[src/rtl/tss_pkg.sv]
`default_nettype none

package tss_pkg;

  // Default sizes
  localparam int unsigned NEIGHBOUR_ENTRIES_DEF = 16;
  localparam int unsigned SLOT_BITS_DEF         = 16;

  // Fixed field widths
  localparam int unsigned CFG_W      = 16;
  localparam int unsigned CFG_IDX_W  = 3;
  localparam int unsigned OFFS_W     = 16;
  localparam int unsigned RETRY_W    = 8;
  localparam int unsigned RAND_W     = 16;
  localparam int unsigned NCNT_W     = 5;
  localparam int unsigned EIDX_W     = 4;
  localparam int unsigned MAC_W      = 3;

  // Decision constants
  localparam int unsigned RETRY_LIMIT  = 3;
  localparam int unsigned COLLECT_LEAD = 5;

  // Register indexes
  localparam logic [CFG_IDX_W-1:0] REG_WINDOW_LEN   = 3'd0;
  localparam logic [CFG_IDX_W-1:0] REG_UPLOAD_LEN   = 3'd1;
  localparam logic [CFG_IDX_W-1:0] REG_GLOBAL_RX    = 3'd2;
  localparam logic [CFG_IDX_W-1:0] REG_GPS_WAKE     = 3'd3;
  localparam logic [CFG_IDX_W-1:0] REG_FLASH_SAVE   = 3'd4;
  localparam logic [CFG_IDX_W-1:0] REG_SYNC_GAIN    = 3'd5;
  localparam logic [CFG_IDX_W-1:0] REG_IS_ROOT      = 3'd6;

  // Register reset values
  localparam logic [CFG_W-1:0] WINDOW_LEN_RST  = 16'd600;
  localparam logic [CFG_W-1:0] UPLOAD_LEN_RST  = 16'd60;
  localparam logic [CFG_W-1:0] GLOBAL_RX_RST   = 16'd10;
  localparam logic [CFG_W-1:0] GPS_WAKE_RST    = 16'd3600;
  localparam logic [CFG_W-1:0] FLASH_SAVE_RST  = 16'd600;
  localparam logic [CFG_W-1:0] SYNC_GAIN_RST   = 16'd10;

  typedef enum logic [MAC_W-1:0] {
    MAC_DOZE   = 3'd0,
    MAC_RECV   = 3'd1,
    MAC_RTS    = 3'd2,
    MAC_NETOP  = 3'd3,
    MAC_HOP    = 3'd4,
    MAC_SYNC   = 3'd5
  } tss_mac_e;

  // Remainder operations run by the shared unit, in this order
  typedef enum logic [1:0] {
    OP_GPS    = 2'd0,
    OP_FLASH  = 2'd1,
    OP_WINDOW = 2'd2,
    OP_RXP    = 2'd3
  } tss_op_e;

  typedef enum logic [2:0] {
    ST_IDLE,
    ST_MOD,
    ST_CALC,
    ST_RD,
    ST_CMP,
    ST_FINISH
  } tss_state_e;

endpackage

`default_nettype wire

[src/rtl/tdma_slot_scheduler.sv]
`default_nettype none

// A table write gives its (all zero) result in the cycle after the transfer.
// A tick runs the four remainder operations, then walks the neighbour table (at most
// NEIGHBOUR_ENTRIES entries, stopping at a match) unless the slot is in the upload period.
// Table writes are taken one per cycle while idle; a new tick is not taken before the last one finishes.
// Reset: asynchronous, active low; registers, upload and sync state return to their
// defaults, the neighbour table is not cleared. The receiver cannot stall results.
module tdma_slot_scheduler #(
  parameter int unsigned NEIGHBOUR_ENTRIES = tss_pkg::NEIGHBOUR_ENTRIES_DEF,
  parameter int unsigned SLOT_BITS         = tss_pkg::SLOT_BITS_DEF
) (
  input  wire logic                          clk_i,
  input  wire logic                          rst_ni,
  // command handshake
  input  wire logic                          start_i,
  output logic                               busy_o,
  output logic                               done_o,
  // configuration write port
  input  wire logic                          cfg_we_i,
  input  wire logic [tss_pkg::CFG_IDX_W-1:0] cfg_idx_i,
  input  wire logic [tss_pkg::CFG_W-1:0]     cfg_data_i,
  // item fields
  input  wire logic                          func_i,
  input  wire logic [SLOT_BITS-1:0]          slot_count_i,
  input  wire logic [SLOT_BITS-1:0]          tx_slot_i,
  input  wire logic                          net_op_pending_i,
  input  wire logic                          hop_pending_i,
  input  wire logic [tss_pkg::RETRY_W-1:0]   retries_i,
  input  wire logic                          has_gateway_route_i,
  input  wire logic [tss_pkg::RAND_W-1:0]    random_value_i,
  input  wire logic [tss_pkg::NCNT_W-1:0]    neighbour_count_i,
  input  wire logic [tss_pkg::EIDX_W-1:0]    entry_index_i,
  input  wire logic [SLOT_BITS-1:0]          entry_slot_i,
  // result fields
  output logic [tss_pkg::MAC_W-1:0]          mac_state_o,
  output logic                               run_mac_o,
  output logic                               start_upload_o,
  output logic                               gps_wake_o,
  output logic                               save_flash_o,
  output logic                               collect_data_o,
  output logic                               clear_net_op_o,
  output logic                               clear_retries_o,
  output logic                               request_route_o,
  output logic                               neighbour_heard_o
);
  import tss_pkg::*;

  localparam int unsigned IDX_W  = (NEIGHBOUR_ENTRIES > 1) ? $clog2(NEIGHBOUR_ENTRIES) : 1;
  localparam int unsigned KCNT_W = $clog2(NEIGHBOUR_ENTRIES + 1);
  localparam int unsigned BIT_W  = $clog2(SLOT_BITS);
  localparam int unsigned CMP_W  = (SLOT_BITS > OFFS_W) ? SLOT_BITS : OFFS_W;

  // ---------------------------------------------------------------------------
  // Configuration registers
  // ---------------------------------------------------------------------------
  logic [CFG_W-1:0] window_len_q, upload_len_q, global_rx_q;
  logic [CFG_W-1:0] gps_wake_q, flash_save_q, sync_gain_q;
  logic             is_root_q;

  always_ff @(posedge clk_i or negedge rst_ni) begin
    if (!rst_ni) begin
      window_len_q <= WINDOW_LEN_RST;
      upload_len_q <= UPLOAD_LEN_RST;
      global_rx_q  <= GLOBAL_RX_RST;
      gps_wake_q   <= GPS_WAKE_RST;
      flash_save_q <= FLASH_SAVE_RST;
      sync_gain_q  <= SYNC_GAIN_RST;
      is_root_q    <= 1'b0;
    end else if (cfg_we_i) begin
      unique case (cfg_idx_i)
        REG_WINDOW_LEN: window_len_q <= cfg_data_i;
        REG_UPLOAD_LEN: upload_len_q <= cfg_data_i;
        REG_GLOBAL_RX:  global_rx_q  <= cfg_data_i;
        REG_GPS_WAKE:   gps_wake_q   <= cfg_data_i;
        REG_FLASH_SAVE: flash_save_q <= cfg_data_i;
        REG_SYNC_GAIN:  sync_gain_q  <= cfg_data_i;
        REG_IS_ROOT:    is_root_q    <= cfg_data_i[0];
        default: ;  // unused index: drop the write
      endcase
    end
  end

  // ---------------------------------------------------------------------------
  // Sequencer
  // ---------------------------------------------------------------------------
  tss_state_e state_q, state_d;
  tss_op_e    op_q;
  logic [BIT_W-1:0] bit_q;
  logic [KCNT_W-1:0] k_q, cnt_q;
  logic       accept_w;
  logic       in_upload_w;
  logic       match_w;
  logic       k_last_w;
  logic [OFFS_W-1:0] offset_q;
  logic [OFFS_W-1:0] rd_q;

  assign accept_w    = start_i && (state_q == ST_IDLE);
  assign in_upload_w = (offset_q <= upload_len_q);
  assign match_w     = (rd_q == offset_q);
  assign k_last_w    = (KCNT_W'(k_q + 1'b1) == cnt_q);

  always_comb begin
    state_d = state_q;
    unique case (state_q)
      ST_IDLE:   if (accept_w && !func_i) state_d = ST_MOD;
      ST_MOD:    if (bit_q == '0 && op_q == OP_RXP) state_d = ST_CALC;
      ST_CALC:   state_d = (in_upload_w || cnt_q == '0) ? ST_FINISH : ST_RD;
      ST_RD:     state_d = ST_CMP;
      ST_CMP:    state_d = (match_w || k_last_w) ? ST_FINISH : ST_RD;
      ST_FINISH: state_d = ST_IDLE;
      default:   state_d = ST_IDLE;
    endcase
  end

  always_ff @(posedge clk_i or negedge rst_ni) begin
    if (!rst_ni) begin
      state_q <= ST_IDLE;
    end else begin
      state_q <= state_d;
    end
  end

  assign busy_o = (state_q != ST_IDLE);

  // ---------------------------------------------------------------------------
  // Item capture
  // ---------------------------------------------------------------------------
  logic [SLOT_BITS-1:0] slot_q, txs_q;
  logic                 nop_q, hop_q, route_q;
  logic [RETRY_W-1:0]   retries_q;
  logic [RAND_W-1:0]    thr_q;
  logic [2*RAND_W-1:0]  prod_w;

  // sync threshold: (random * sync_gain) >> 16, registered straight off the multiplier
  assign prod_w = (2*RAND_W)'(random_value_i) * (2*RAND_W)'(sync_gain_q);

  always_ff @(posedge clk_i) begin
    if (accept_w && !func_i) begin
      slot_q    <= slot_count_i;
      txs_q     <= tx_slot_i;
      nop_q     <= net_op_pending_i;
      hop_q     <= hop_pending_i;
      route_q   <= has_gateway_route_i;
      retries_q <= retries_i;
      thr_q     <= prod_w[2*RAND_W-1:RAND_W];
      // clamp the neighbour count to the table depth
      cnt_q     <= (32'(neighbour_count_i) > NEIGHBOUR_ENTRIES) ?
                   KCNT_W'(NEIGHBOUR_ENTRIES) : KCNT_W'(neighbour_count_i);
    end
  end

  // ---------------------------------------------------------------------------
  // Shared remainder unit: one restoring step per cycle, four operations per tick
  // ---------------------------------------------------------------------------
  logic [CFG_W-1:0] div_raw_w, div_w;
  logic [OFFS_W:0]  sh_w;
  logic [OFFS_W-1:0] rem_q, rem_nxt_w;
  logic             gps_z_q, flash_z_q, rx_z_q;

  always_comb begin
    unique case (op_q)
      OP_GPS:    div_raw_w = gps_wake_q;
      OP_FLASH:  div_raw_w = flash_save_q;
      OP_WINDOW: div_raw_w = window_len_q;
      OP_RXP:    div_raw_w = global_rx_q;
      default:   div_raw_w = global_rx_q;
    endcase
    // a zero period behaves as one
    div_w     = (div_raw_w == '0) ? CFG_W'(1) : div_raw_w;
    sh_w      = {rem_q, slot_q[bit_q]};
    rem_nxt_w = (sh_w >= {1'b0, div_w}) ? OFFS_W'(sh_w - {1'b0, div_w}) : sh_w[OFFS_W-1:0];
  end

  always_ff @(posedge clk_i) begin
    if (accept_w && !func_i) begin
      op_q  <= OP_GPS;
      bit_q <= BIT_W'(SLOT_BITS - 1);
      rem_q <= '0;
    end else if (state_q == ST_MOD) begin
      if (bit_q == '0) begin
        // operation done: store the remainder and move on
        unique case (op_q)
          OP_GPS:    gps_z_q   <= (rem_nxt_w == '0);
          OP_FLASH:  flash_z_q <= (rem_nxt_w == '0);
          OP_WINDOW: offset_q  <= rem_nxt_w;
          OP_RXP:    rx_z_q    <= (rem_nxt_w == '0);
          default: ;
        endcase
        op_q  <= tss_op_e'(op_q + 2'd1);
        bit_q <= BIT_W'(SLOT_BITS - 1);
        rem_q <= '0;
      end else begin
        bit_q <= bit_q - 1'b1;
        rem_q <= rem_nxt_w;
      end
    end
  end

  // ---------------------------------------------------------------------------
  // Global slot decision
  // ---------------------------------------------------------------------------
  logic             upload_done_q;
  logic [OFFS_W-1:0] last_sync_q;
  logic [CMP_W-1:0] slot_ext_w, last_ext_w, thr_ext_w;
  logic             sync_lt_w, sync_gap_w;
  tss_mac_e         st_c;
  logic             run_c, cnop_c, cret_c, rreq_c, sync_hit_c, sync_clr_c, coll_c;

  assign slot_ext_w = CMP_W'(slot_q);
  assign last_ext_w = CMP_W'(last_sync_q);
  assign thr_ext_w  = CMP_W'(thr_q);
  assign sync_lt_w  = (slot_ext_w < last_ext_w);
  assign sync_gap_w = (CMP_W'(slot_ext_w - last_ext_w) > thr_ext_w);

  always_comb begin
    st_c       = MAC_DOZE;
    run_c      = 1'b0;
    cnop_c     = 1'b0;
    cret_c     = 1'b0;
    rreq_c     = 1'b0;
    sync_hit_c = 1'b0;
    sync_clr_c = 1'b0;
    if (rx_z_q) begin
      run_c = 1'b1;
      priority if (nop_q) begin
        st_c   = MAC_NETOP;
        cnop_c = 1'b1;
      end else if (hop_q) begin
        st_c = MAC_HOP;
        if (32'(retries_q) > RETRY_LIMIT) begin
          cret_c = 1'b1;
          st_c   = MAC_RECV;
        end
      end else if (retries_q != '0) begin
        // a root with retries pending keeps sleeping but still runs the MAC
        if (!is_root_q) begin
          st_c = MAC_RTS;
          if (32'(retries_q) > RETRY_LIMIT) begin
            cret_c = 1'b1;
            st_c   = MAC_RECV;
          end
        end
      end else if (sync_lt_w) begin
        // slot count went backwards: restart the sync reference
        sync_clr_c = 1'b1;
        st_c       = MAC_RECV;
      end else if (sync_gap_w) begin
        sync_hit_c = 1'b1;
        if (!route_q && !is_root_q) begin
          st_c   = MAC_NETOP;
          rreq_c = 1'b1;
        end else begin
          st_c = MAC_SYNC;
        end
      end else begin
        st_c = MAC_RECV;
      end
    end
    coll_c = (txs_q >= SLOT_BITS'(COLLECT_LEAD)) &&
             (slot_q == SLOT_BITS'(txs_q - SLOT_BITS'(COLLECT_LEAD)));
  end

  always_ff @(posedge clk_i or negedge rst_ni) begin
    if (!rst_ni) begin
      upload_done_q <= 1'b0;
      last_sync_q   <= '0;
    end else if (state_q == ST_CALC) begin
      if (in_upload_w) begin
        upload_done_q <= upload_done_q | is_root_q;
      end else begin
        upload_done_q <= 1'b0;
        if (sync_clr_c) begin
          last_sync_q <= '0;
        end else if (sync_hit_c) begin
          last_sync_q <= OFFS_W'(slot_q);
        end
      end
    end
  end

  // ---------------------------------------------------------------------------
  // Neighbour table and walk
  // ---------------------------------------------------------------------------
  logic [OFFS_W-1:0] nbr_mem [NEIGHBOUR_ENTRIES];
  logic [31:0]       widx_w;

  assign widx_w = 32'(entry_index_i);

  always_ff @(posedge clk_i) begin
    if (accept_w && func_i && (widx_w < NEIGHBOUR_ENTRIES)) begin
      nbr_mem[widx_w[IDX_W-1:0]] <= OFFS_W'(entry_slot_i);
    end
    if (state_q == ST_RD) begin
      rd_q <= nbr_mem[k_q[IDX_W-1:0]];
    end
  end

  // decision held across the walk
  tss_mac_e st_q;
  logic     run_q, up_q, upl_q, cnop_q, cret_q, rreq_q, coll_q, heard_q;

  always_ff @(posedge clk_i) begin
    if (state_q == ST_CALC) begin
      k_q     <= '0;
      heard_q <= 1'b0;
      upl_q   <= in_upload_w;
      if (in_upload_w) begin
        st_q   <= MAC_DOZE;
        run_q  <= 1'b0;
        up_q   <= is_root_q && !upload_done_q;
        cnop_q <= 1'b0;
        cret_q <= 1'b0;
        rreq_q <= 1'b0;
        coll_q <= 1'b0;
      end else begin
        st_q   <= st_c;
        run_q  <= run_c;
        up_q   <= 1'b0;
        cnop_q <= cnop_c;
        cret_q <= cret_c;
        rreq_q <= rreq_c;
        coll_q <= coll_c;
      end
    end else if (state_q == ST_CMP) begin
      if (match_w) begin
        // a neighbour transmits now: listen
        heard_q <= 1'b1;
        st_q    <= MAC_RECV;
        run_q   <= 1'b1;
      end else begin
        k_q <= KCNT_W'(k_q + 1'b1);
      end
    end
  end

  // ---------------------------------------------------------------------------
  // Result registers
  // ---------------------------------------------------------------------------
  logic     done_q;
  tss_mac_e mac_q;
  logic     run_out_q, up_out_q, gps_out_q, flash_out_q, coll_out_q;
  logic     cnop_out_q, cret_out_q, rreq_out_q, heard_out_q;
  logic     own_tx_w;

  // own transmit slot (not on a root) wins the MAC state over every other choice outside the upload period
  assign own_tx_w = !upl_q && (slot_q == txs_q) && !is_root_q;

  always_ff @(posedge clk_i or negedge rst_ni) begin
    if (!rst_ni) begin
      done_q <= 1'b0;
    end else begin
      done_q <= (accept_w && func_i) || (state_q == ST_FINISH);
    end
  end

  always_ff @(posedge clk_i) begin
    if (accept_w && func_i) begin
      // table write: all fields zero
      mac_q       <= MAC_DOZE;
      run_out_q   <= 1'b0;
      up_out_q    <= 1'b0;
      gps_out_q   <= 1'b0;
      flash_out_q <= 1'b0;
      coll_out_q  <= 1'b0;
      cnop_out_q  <= 1'b0;
      cret_out_q  <= 1'b0;
      rreq_out_q  <= 1'b0;
      heard_out_q <= 1'b0;
    end else if (state_q == ST_FINISH) begin
      mac_q       <= own_tx_w ? MAC_RTS : st_q;
      run_out_q   <= own_tx_w | run_q;
      up_out_q    <= up_q;
      gps_out_q   <= gps_z_q;
      flash_out_q <= flash_z_q;
      coll_out_q  <= coll_q;
      cnop_out_q  <= cnop_q;
      cret_out_q  <= cret_q;
      rreq_out_q  <= rreq_q;
      heard_out_q <= heard_q;
    end
  end

  assign done_o            = done_q;
  assign mac_state_o       = mac_q;
  assign run_mac_o         = run_out_q;
  assign start_upload_o    = up_out_q;
  assign gps_wake_o        = gps_out_q;
  assign save_flash_o      = flash_out_q;
  assign collect_data_o    = coll_out_q;
  assign clear_net_op_o    = cnop_out_q;
  assign clear_retries_o   = cret_out_q;
  assign request_route_o   = rreq_out_q;
  assign neighbour_heard_o = heard_out_q;

`ifndef SYNTHESIS
  a_tick_is_multicycle: assert property (@(posedge clk_i) disable iff (!rst_ni)
    (start_i && !busy_o && !func_i) |=> (busy_o && !done_o))
    else $error("tick result came too early");

  a_write_is_quick: assert property (@(posedge clk_i) disable iff (!rst_ni)
    (start_i && !busy_o && func_i) |=> (done_o && !busy_o && !run_mac_o))
    else $error("table write result missing or not zero");

  a_upload_sleeps: assert property (@(posedge clk_i) disable iff (!rst_ni)
    (done_o && start_upload_o) |-> (!run_mac_o && mac_state_o == MAC_DOZE))
    else $error("upload slot did not sleep");

  a_heard_runs: assert property (@(posedge clk_i) disable iff (!rst_ni)
    (done_o && neighbour_heard_o) |-> (run_mac_o && !start_upload_o))
    else $error("neighbour heard without running the MAC");
`endif

endmodule

`default_nettype wire
[config.mk]
export PLATFORM = sky130hd
export DESIGN_NAME = tdma_slot_scheduler
export DESIGN_NICKNAME = d
export VERILOG_FILES = /design/src/rtl/tss_pkg.sv /design/src/rtl/tdma_slot_scheduler.sv
export SDC_FILE = /design/constraint.sdc
export NUM_CORES = 1
export LEC_CHECK = 0
export ABC_CLOCK_PERIOD_IN_PS = 13800
export BUFFER_PORTS_ARGS = -buffer_cell sky130_fd_sc_hd__buf_2
export CAP_MARGIN = 20
export CORE_ASPECT_RATIO = 0.6
export CORE_UTILIZATION = 55
export DETAILED_ROUTE_END_ITERATION = 7
export PLACE_DENSITY_LB_ADDON = 0.08
export SLEW_MARGIN = 20
export SYNTH_ARGS = -nofsm -noshare
export SYNTH_HDL_FRONTEND = slang
export SYNTH_SLANG_ARGS = --single-unit
[constraint.sdc]
create_clock -name clk_i -period 13.8 [get_ports clk_i]
set_input_delay 4.14 -clock clk_i [delete_from_list [all_inputs] [get_ports clk_i]]
set_output_delay 4.14 -clock clk_i [all_outputs]
set_load 0.02 [all_outputs]
Yosys cells after proc, flatten, opt, wreduce, memory -nomap -nowiden

Memory sizes are Yosys's and may differ from the RTL's. A register that Yosys moved wholly into a read port is not among the register bits.
Index checks and enable logic that the tools add are counted.
W data, S select, Z words.

Reduce and logical (&&, ||, !) cells: 50
Order comparisons: 9
Bitwise logic cells: 7
Multiplexer cells: 54
Add/subtract/negate cells: 6
Eq/ne operators: 20
$mul: 1

Operators with widths:

| operator                | number |
|---|---|
| $mux W16                | 5 |
| $pmux W16 S4            | 1 |
| $mux W3                 | 17 |
| $eq A16 B16 Y1          | 3 |
| $logic_not A16 Y1       | 2 |
| $mul A16 B16 Y32        | 1 |
| $sub A16 B16 Y16        | 2 |
| $mux W1                 | 26 |
| $reduce_and A2 Y1       | 12 |
| $ge A17 B16 Y1          | 1 |
| $ge A16 B3 Y1 const B   | 1 |
| $gt A16 B16 Y1          | 1 |
| $le A16 B16 Y1          | 1 |
| $lt A16 B16 Y1          | 1 |
| $reduce_and A4 Y1       | 4 |
| $sub A16 B3 Y16 const B | 1 |
| $eq A3 B3 Y1 const B    | 5 |
| $pmux W3 S5             | 1 |
| $eq A3 B2 Y1 const B    | 4 |
| $logic_and A1 B1 Y1     | 10 |
| $lt A4 B5 Y1 const B    | 2 |
| $gt A8 B2 Y1 const B    | 1 |
| $reduce_bool A8 Y1      | 1 |
| $reduce_or A7 Y1        | 1 |
| 26 further kinds        | 43 |

RAM bits: 256
Output and inout port bits: 14
Word-level logic and storage cells: 194
Bits of input ports: 108
Register bits: 251
Memories kept: 1

Memories:

| name    | words | width | rd ports | clocked after memory_dff | wr ports | line                       | source |
|---|---|---|---|---|---|---|---|
| nbr_mem | 16    | 16    | 1        | 1                        | 1        | tdma_slot_scheduler.sv:285 | `logic [OFFS_W-1:0] nbr_mem [NEIGHBOUR_ENTRIES];` |

Longest topological paths before layout

Gate-level depths: netlist of the first run.

Depth in word-level cells: 11
Depth in mapped cells: 23
Depth with buffers taken out: 22

Least setup slack after synthesis of the first run

OpenSTA, ideal clock, no wires.

Path type: input port to flip-flop
Start point: in random_value_i[7] in the netlist's numbering
End point: reg thr_q[14] (netlist: thr_ext_w[14]) (data pin)
Library setup time: 0.258 ns
Slack: 4.112 ns
Data arrival time: 9.430 ns
Cell stages on the path: 20
Path buffers: 1
Required time: 13.542 ns
Cell sequence: clkbuf_1 > nand2_1 > fa_1 > fa_1 > inv_1 > ha_1 > fa_1 > fa_1 > inv_1 > fa_1 > inv_1 > ha_1 > and3_1 > a221o_1 > a32o_1 > o311ai_0 > a21oi_1 > or3_1 > a31oi_1 > xnor2_1

Cells in the longest elaborated chain, start to end: 1

Ends and longest elaborated chain:

| what                   | line                       | source |
|---|---|---|
| start: declaration     | tdma_slot_scheduler.sv:31  | `input wire logic [tss_pkg::RAND_W-1:0] random_value_i,` |
| $mul A16 B16 Y32       | tdma_slot_scheduler.sv:136 | `assign prod_w = (2*RAND_W)'(random_value_i) * (2*RAND_W)'(sync_gain_q);` |
| named net prod_w[30]   | tdma_slot_scheduler.sv:133 | `logic [2*RAND_W-1:0] prod_w;` |
| end signal: assignment | tdma_slot_scheduler.sv:146 | `thr_q <= prod_w[2*RAND_W-1:RAND_W];` |
| end: declaration       | tdma_slot_scheduler.sv:132 | `logic [RAND_W-1:0] thr_q;` |

The timed path passes the listed nets, and every way through them passes these cells.
A chain may end at the register's enable or synchronous reset.

Worst setup path after layout of the first run

Start point: in random_value_i[10] in the netlist's numbering
End point: reg thr_q[12] (netlist: thr_ext_w[12]) (data pin)

Same word-level chain as after synthesis.

==> results_dict.tcl, run 1 <==
set metrics [dict create \
    outcome "finished, final reports clean" \
    y_dimension_of_the_die_um 186 \
    post_drt_via_cell_ratio 5.92 \
    worst_setup_path_endpoint "thr_ext_w[12]$_DFFE_PP_" \
    synth_area_per_cell_um2 12.6 \
    post_cts_resized 0 \
    setup_tns_ns 0 \
    r2r_end "thr_ext_w[12]$_DFFE_PP_" \
    initial_utilization_pct 55.8 \
    firstDrtPassIters 6 \
    cpMostUsedCell "sky130_fd_sc_hd__fa_1" \
    crit_path_max_incr_delay_ns 0.62 \
    fin_crit_sh_pct 71.5 \
    io_buffer_count 121 \
    detailedPlacementHpwl_um 57200 \
    path_delay_family "adder cells" \
    post_dp_cell_area_mm2 0.0326 \
    timing.setup.critical_path_class "input pin to flip-flop" \
    post-route-cell-area_mm2 0.0342 \
    cts_max_level 2 \
    routed_wirelength_um 78400 \
    clkSlewWorstSetupHoldPaths_ns 0.06 \
    synth.yosys.seq_area_share_pct 47.3 \
    cts.sink_count 523 \
    count_of_flip_flops_with_a_built_in_enable_after_synthesis 365 \
    route.vias.total 19963 \
    drv_slew 0 \
    fin_crit_ns 9.86 \
    synth_largest_type_area_fraction_pct 35.2 \
    clk-insertion-delay-late_ns 0.58 \
    crit_path_max_delay_cell_type "sky130_fd_sc_hd__fa_1" \
    reg2reg_setup_slack_ns 7.04 \
    pin_count_of_the_biggest_net_entering_global_routing 87 \
    area.growth.synth_to_final_pct 9.75 \
    critPathCaptureType "flip-flop" \
    async_reset_ff_share_pct 22.6 \
    critical_path.n_buffers_inverters 2 \
    std_cell_rows 67 \
    floorplan.core_area_mm2 0.0558 \
    layout-drive-gt1-share_pct 17.5 \
    fill_cells 4406 \
    gp_routability_congestion 0.945 \
    synth_flop_cell "sky130_fd_sc_hd__edfxtp_1" \
    r2r.worst_path.cells 16 \
    post-cts-setup-buffers 0 \
    timing.clock.skew_ns 0.0231 \
    hold_path.class "flip-flop to flip-flop" \
    worst_hold_path.num_cells 2 \
    most_common_cell_in_the_synthesized_netlist "sky130_fd_sc_hd__edfxtp_1" \
    detail_route.drc_violations 0 \
    synth_top_cells_by_area "sky130_fd_sc_hd__edfxtp_1, sky130_fd_sc_hd__fa_1, sky130_fd_sc_hd__dfrtp_1" \
    cell_accounting_for_the_most_synthesized_area "sky130_fd_sc_hd__edfxtp_1" \
    final_hold_viol_count 0 \
    grt_use_total_pct 27.9 \
    synth_fp_nets 2939 \
    unrepaired_setup_endpoints_after_global_routing "false" \
    tritoncts_clock_tree "built" \
    setup_viol_count_final 0 \
    root_buffer "sky130_fd_sc_hd__clkbuf_16" \
    ctsLongestPathBuffers 3 \
    overflow 0 \
    ant_nets 0 \
    global_route_wire_length_before_repair_um 121000 \
    crit-reg2reg-launch "sync_gain_q[2]$_DFFE_PN0P_" \
    yosysUniqueCellTypes 83 \
    worstPathCellList "buf_2 > nand2_1 > fa_1 > fa_1 > fa_1 > fa_1 > inv_1 > fa_1 > fa_1 > ha_1 > and2_1 > a32o_1 > o311ai_0 > a21oi_1 > or3_1 > a21oi_1 > xnor2_1" \
    multiInputGateArea_mm2 0.0150 \
    antenna_found_initial 2 \
    startpoint "random_value_i[10]" \
    die_w_um 309 \
    cts_hold_buf 0 \
    ys_seq_elements 523 \
    routed_wl_per_cell_um 23.3 \
    first_global_vias 19898 \
    worst_ep_arrival_time_ns 10.19 \
    max-slew-margin-rel_pct 26.9 \
    ff_latch_area_mm2 0.0147 \
    synth_cells 2463 \
    ys.warnings.count 0 \
    cts_made_buffers 49 \
    crit_cells 17 \
    first_iteration_detailed_routing_drc_count 1923 \
    synth_common_cells "sky130_fd_sc_hd__edfxtp_1, sky130_fd_sc_hd__inv_1, sky130_fd_sc_hd__nand2_1" \
    crit_fanout 16 \
    timing.max_cap.violations 0 \
    worstPathRequired_ns 14.12 \
    number_of_flip_flops_in_the_largest_register 256 \
    max_freq_ghz 0.101 \
    nets 3049 \
    die_area_mm2 0.0576 \
    setup.worst_path.start_class "input pin" \
    synth_area_mm2 0.0311 \
    ioPinCount 122 \
    tightestPinTransition_ns 1.08 \
]
[metrics by stage]
| stage | utilization (%) | setup WS [ns] | cells | hold WS, ns |
|---|---|---|---|---|
| 5_1_grt | 61.2 | 3.72 | 3372 | 0.475 |
| 2_1_floorplan | - | 4.11 | 2463 | 0.408 |
| 3_5_place_dp | 58.5 | 3.44 | 3281 | 0.426 |
| 4_1_cts | 61.2 | 4.04 | 3371 | 0.442 |
| 3_3_place_gp | 58.5 | 3.59 | 3281 | 0.427 |
| 6_report | 61.2 | 3.94 | 3372 | 0.442 |
[worst reg2reg max path, stage by stage (launching register included)]
cell                       delay [ns]
sky130_fd_sc_hd__dfrtp_1         0.85
sky130_fd_sc_hd__nand2_1         0.19
sky130_fd_sc_hd__fa_1            0.53
sky130_fd_sc_hd__fa_1            0.62
sky130_fd_sc_hd__fa_1            0.47
sky130_fd_sc_hd__fa_1            0.55
sky130_fd_sc_hd__inv_1           0.05
sky130_fd_sc_hd__fa_1            0.58
sky130_fd_sc_hd__fa_1            0.46
sky130_fd_sc_hd__ha_1            0.30
sky130_fd_sc_hd__and2_1          0.16
sky130_fd_sc_hd__a32o_1          0.37
sky130_fd_sc_hd__o311ai_0        0.57
sky130_fd_sc_hd__a21oi_1         0.15
sky130_fd_sc_hd__or3_1           0.41
sky130_fd_sc_hd__a21oi_1         0.19
sky130_fd_sc_hd__xnor2_1         0.08
[cell usage in the layout (no fill, tap or decap), types with 88 or more instances in the layout]
cell type / instances
sky130_fd_sc_hd__inv_1: 284
sky130_fd_sc_hd__dfrtp_1: 98
sky130_fd_sc_hd__and2_1: 119
sky130_fd_sc_hd__mux2_2: 89
sky130_fd_sc_hd__buf_2: 120
sky130_fd_sc_hd__fa_1: 195
sky130_fd_sc_hd__edfxtp_1: 365
sky130_fd_sc_hd__nor2_1: 88
sky130_fd_sc_hd__nand2_1: 231
sky130_fd_sc_hd__ha_1: 173
[layout make-up]
class                      count  share of cell area (%)
antenna                        1                 0.00732
clock buffer                  66                    3.86
clock inverter                24                   0.593
inverter                     286                    3.15
multi-input combinational   1561                    44.0
sequential                   523                    43.1
tap                          759                    2.78
timing repair buffer         152                    2.47
[worst min-delay path by stage]
stage               slack [ns]                          end                 start
finish                    0.44  start_upload_o$_SDFFE_PP0P_    up_q$_SDFFCE_PN0P_
global route              0.48      gps_wake_o$_SDFFE_PP0P_     gps_z_q$_DFFE_PP_
CTS                       0.44      gps_wake_o$_SDFFE_PP0P_     gps_z_q$_DFFE_PP_
detailed placement        0.43      gps_wake_o$_SDFFE_PP0P_     gps_z_q$_DFFE_PP_
global placement          0.43  start_upload_o$_SDFFE_PP0P_    up_q$_SDFFCE_PN0P_
floorplan                 0.41  clear_net_op_o$_SDFFE_PP0P_  cnop_q$_SDFFCE_PN0P_
[per-layer routing]
layer	GRT usage [%]	part of all wire, %
met1	46.9	49
met2	35.8	39
met3	8.05	11
met4	3.94	1.2
met5	0	0
[kinds of logic after synthesis]
family	Yosys count	synth area share (%)
AOI/OAI and AO/OA	293	6.49
xor gates and xnor gates	87	2.45
adders and majority gates	368	19.5
buffers and inverters	379	4.59
DFF	523	47.3
muxes	178	9.47
and+or+nand+nor	635	10.2
Power of run 1 is left out: the tool's default activity adds up to more than one toggle a clock period on the data nets, which glitch-free logic cannot reach.
==> run 2: changes to the inputs <==
--- a/config.mk
+++ b/config.mk
@@ -5,7 +5,8 @@
 export SDC_FILE = /design/constraint.sdc
 export NUM_CORES = 1
 export LEC_CHECK = 0
-export ABC_CLOCK_PERIOD_IN_PS = 13800
+export ABC_AREA = 1
+export ABC_CLOCK_PERIOD_IN_PS = 10150
 export BUFFER_PORTS_ARGS = -buffer_cell sky130_fd_sc_hd__buf_2
 export CAP_MARGIN = 20
 export CORE_ASPECT_RATIO = 0.6
==> constraint.sdc (replaced) <==
create_clock -name clk_i -period 10.15 [get_ports clk_i]
set_input_delay 3.045 -clock clk_i [delete_from_list [all_inputs] [get_ports clk_i]]
set_output_delay 3.045 -clock clk_i [all_outputs]
set_load 0.02 [all_outputs]
==> run 2 against run 1 <==
  * Die area increased by 4.9%
  * Synthesized area is 4.9% higher
  * Highest routed layer is now met5
  * Cell area grew 3.8%
  * Sequential share of layout area down 1.6 points
  * Utilization fell by 0.15 points
  * Worst hold slack worse by 0.0016 ns
  * Routed wire length rose by 15%
  * Flip-flop and latch count is the same
  * Final cell count grew 27%
  * Via count increased by 22%
  * Critical path type unchanged
==> results_dict.tcl, run 2 <==
set metrics [dict create \
    ys_seq_elements 523 \
    hold_path_startpoint "st_q[0]$_SDFFCE_PN1P_" \
    std_cell_rows 68 \
    floorplan.core_area_mm2 0.0581 \
    synth_adder_area_share_pct 18.6 \
    root_buffer "sky130_fd_sc_hd__clkbuf_16" \
    clk-insertion-delay-late_ns 0.61 \
    unrepaired_setup_endpoints_after_global_routing "false" \
    worst_ep_arrival_time_ns 8.36 \
    vdd.ir_drop.worst_uv 555 \
    r2r_end "thr_ext_w[14]$_DFFE_PP_" \
    synth_top_cells_by_area "sky130_fd_sc_hd__edfxtp_1, sky130_fd_sc_hd__fa_1, sky130_fd_sc_hd__nand2_1" \
    firstDrtPassIters 7 \
    critPathCaptureType "flip-flop" \
    max_freq_ghz 0.125 \
    initial_utilization_pct 56.2 \
    fin_crit_sh_pct 78.9 \
    timing.setup.critical_path_class "input pin to flip-flop" \
    reg2reg_setup_slack_ns 3.95 \
    tightestPinTransition_ns 1.09 \
    clkSlewWorstSetupHoldPaths_ns 0.06 \
    setup_viol_count_final 0 \
    area.growth.synth_to_final_pct 8.61 \
    r2r.worst_path.cells 20 \
    ant_nets 0 \
    number_of_flip_flops_in_the_largest_register 256 \
    y_dimension_of_the_die_um 191 \
    synth_common_cells "sky130_fd_sc_hd__nand2_1, sky130_fd_sc_hd__inv_1, sky130_fd_sc_hd__edfxtp_1" \
    synth_largest_type_area_fraction_pct 33.6 \
    nets 3954 \
    die_w_um 317 \
    timing.clock.skew_ns 0.0159 \
    antenna_found_initial 1 \
    detail_route.drc_violations 0 \
    setup_tns_ns 0 \
    synth_area_per_cell_um2 9.52 \
    final_cell_mix "sky130_fd_sc_hd__nand2_1, sky130_fd_sc_hd__inv_1, sky130_fd_sc_hd__edfxtp_1, sky130_fd_sc_hd__nor2_1, sky130_fd_sc_hd__o21ai_0" \
    post-cts-setup-buffers 0 \
    synth_flop_cell "sky130_fd_sc_hd__edfxtp_1" \
    overflow 0 \
    timing.max_cap.violations 0 \
    crit_fanout 16 \
    pin_count_of_the_biggest_net_entering_global_routing 87 \
    first_global_vias 23138 \
    final_hold_viol_count 0 \
    cts_made_buffers 48 \
    drv_slew 0 \
    tritoncts_clock_tree "built" \
    cts_hold_buf 0 \
    async_reset_ff_share_pct 22.6 \
    fin_crit_ns 8.00 \
    ioPinCount 122 \
    cts_max_level 2 \
    yosys.area_share.simple_pct 15.3 \
    synth.mux.area_fraction_pct 1.41 \
    detailedPlacementHpwl_um 65500 \
    routed_wl_per_cell_um 21.0 \
    grt_use_total_pct 30.2 \
    crit-reg2reg-launch "sync_gain_q[2]$_DFFE_PN0P_" \
    first_iteration_detailed_routing_drc_count 2686 \
    post_synthesis_xor_xnor_area_fraction_pct 1.93 \
    most_common_cell_in_the_synthesized_netlist "sky130_fd_sc_hd__nand2_1" \
    gp_routability_congestion 0.998 \
    cts.sink_count 523 \
    synth_fp_nets 3907 \
    setup.worst_path.start_class "input pin" \
    count_of_flip_flops_with_a_built_in_enable_after_synthesis 365 \
    post_drt_via_cell_ratio 5.68 \
    post_cts_resized 0 \
    die_area_mm2 0.0604 \
    global_route_wire_length_before_repair_um 136000 \
    final_common_cell "sky130_fd_sc_hd__nand2_1" \
    design_power_total_mw 10.7 \
    route.vias.total 24356 \
    worstPathRequired_ns 10.50 \
    synth_cells 3431 \
    power_leakage_nw 16.4 \
    io_buffer_count 121 \
    worst_setup_path_endpoint "thr_ext_w[14]$_DFFE_PP_" \
    synth.yosys.seq_area_share_pct 45.1 \
    post-route-util_pct 61.1 \
    yosysUniqueCellTypes 61 \
    power.density_mw_per_mm2 302 \
    synth_area_mm2 0.0327 \
    ctsLongestPathBuffers 3 \
    cell_accounting_for_the_most_synthesized_area "sky130_fd_sc_hd__edfxtp_1" \
    area_fraction_in_compound_gates_after_synthesis_pct 9.12 \
    max-slew-margin-rel_pct 27.0 \
    startpoint "random_value_i[11]" \
    ys.warnings.count 0 \
    layout-drive-gt1-share_pct 8.90 \
    outcome "finished, final reports clean" \
    antenna_cells_inserted 0 \
    hold_path.class "flip-flop to flip-flop" \
    synth_top_family_by_area "adder cells" \
    routed_wirelength_um 90100 \
]
## run 2: cell types whose count changed after synthesis, sizes merged, moves of 28 or more
cell,delta
o221ai,+48
inv,+289
and2,-120
a21oi,+59
clkbuf,+42
o21ai,+137
xnor2,-28
mux2i,+42
mux4,-84
nand2,+520
nand3,+84
nor2,+154
mux2,-90
## run 2: layout make-up
class                      instances  area [um^2]
clock buffer                      64         1330
clock inverter                    24          279
tap                              770          963
fill                            4860        22600
inverter                         574         2150
multi-input combinational       2179        15200
timing repair buffer             152          852
sequential                       523        14700
## run 2: layer usage
layer | global-route usage [%] | vias up | part of all wire, %
li1 | - | 11305 | -
met5 | 2.92 | - | 0.26
met2 | 38.6 | 1140 | 38
met4 | 5.40 | 4 | 1.5
met1 | 48.5 | 11814 | 48
met3 | 10.0 | 93 | 12
## run 2: where the power goes
| group | switching, mW | leakage, nW | internal (mW) |
|---|---|---|---|
| Combinational | 4.02 | 10.6 | 2.16 |
| Sequential | 0.135 | 5.08 | 2.53 |
| Clock | 0.816 | 0.777 | 1.06 |
## run 2: how the worst min path moves through the flow
stage / end / slack (ns) / depth (start not counted)
4_1_cts: mac_state_o[0]$_SDFFE_PP0P_ / 0.44 / 2
5_1_grt: mac_state_o[2]$_SDFFE_PP0P_ / 0.47 / 2
2_1_floorplan: mac_state_o[0]$_SDFFE_PP0P_ / 0.41 / 2
3_5_place_dp: mac_state_o[0]$_SDFFE_PP0P_ / 0.43 / 2
6_report: mac_state_o[0]$_SDFFE_PP0P_ / 0.44 / 2
3_3_place_gp: mac_state_o[2]$_SDFFE_PP0P_ / 0.42 / 2
## run 2: critical path: stages
cell,delay (ns)
sky130_fd_sc_hd__buf_2,0.34
sky130_fd_sc_hd__nand2_1,0.14
sky130_fd_sc_hd__fa_1,0.52
sky130_fd_sc_hd__fa_1,0.50
sky130_fd_sc_hd__fa_1,0.56
sky130_fd_sc_hd__inv_1,0.06
sky130_fd_sc_hd__fa_1,0.54
sky130_fd_sc_hd__fa_1,0.51
sky130_fd_sc_hd__inv_1,0.05
sky130_fd_sc_hd__fa_1,0.60
sky130_fd_sc_hd__inv_1,0.08
sky130_fd_sc_hd__ha_1,0.35
sky130_fd_sc_hd__nand2_1,0.11
sky130_fd_sc_hd__nor2_1,0.19
sky130_fd_sc_hd__inv_1,0.07
sky130_fd_sc_hd__nor2_1,0.14
sky130_fd_sc_hd__inv_1,0.06
sky130_fd_sc_hd__o21bai_1,0.19
sky130_fd_sc_hd__nand3_1,0.09
sky130_fd_sc_hd__nand2_1,0.13
sky130_fd_sc_hd__xor2_1,0.08
## run 2: metrics by stage
stage	instance area [um^2]	hold slack, ns	setup slack (ns)	std cells
2_1_floorplan	32700	0.412	1.91	3431
5_1_grt	35500	0.470	1.83	4286
4_1_cts	35500	0.442	2.24	4285
3_3_place_gp	33800	0.424	1.64	4197
6_report	35500	0.440	2.15	4286
3_5_place_dp	33800	0.427	1.60	4197
## run 2: cell families after synthesis
logic type,count (synthesis)
flip-flops,523
multiplexers,46
AND/OR/NAND/NOR,1198
XOR/XNOR,72
adder cells (fa/ha/maj),368
buffers and inverters,729
AO/OA/AOI/OAI,495
(Power assumes the default switching activity.)
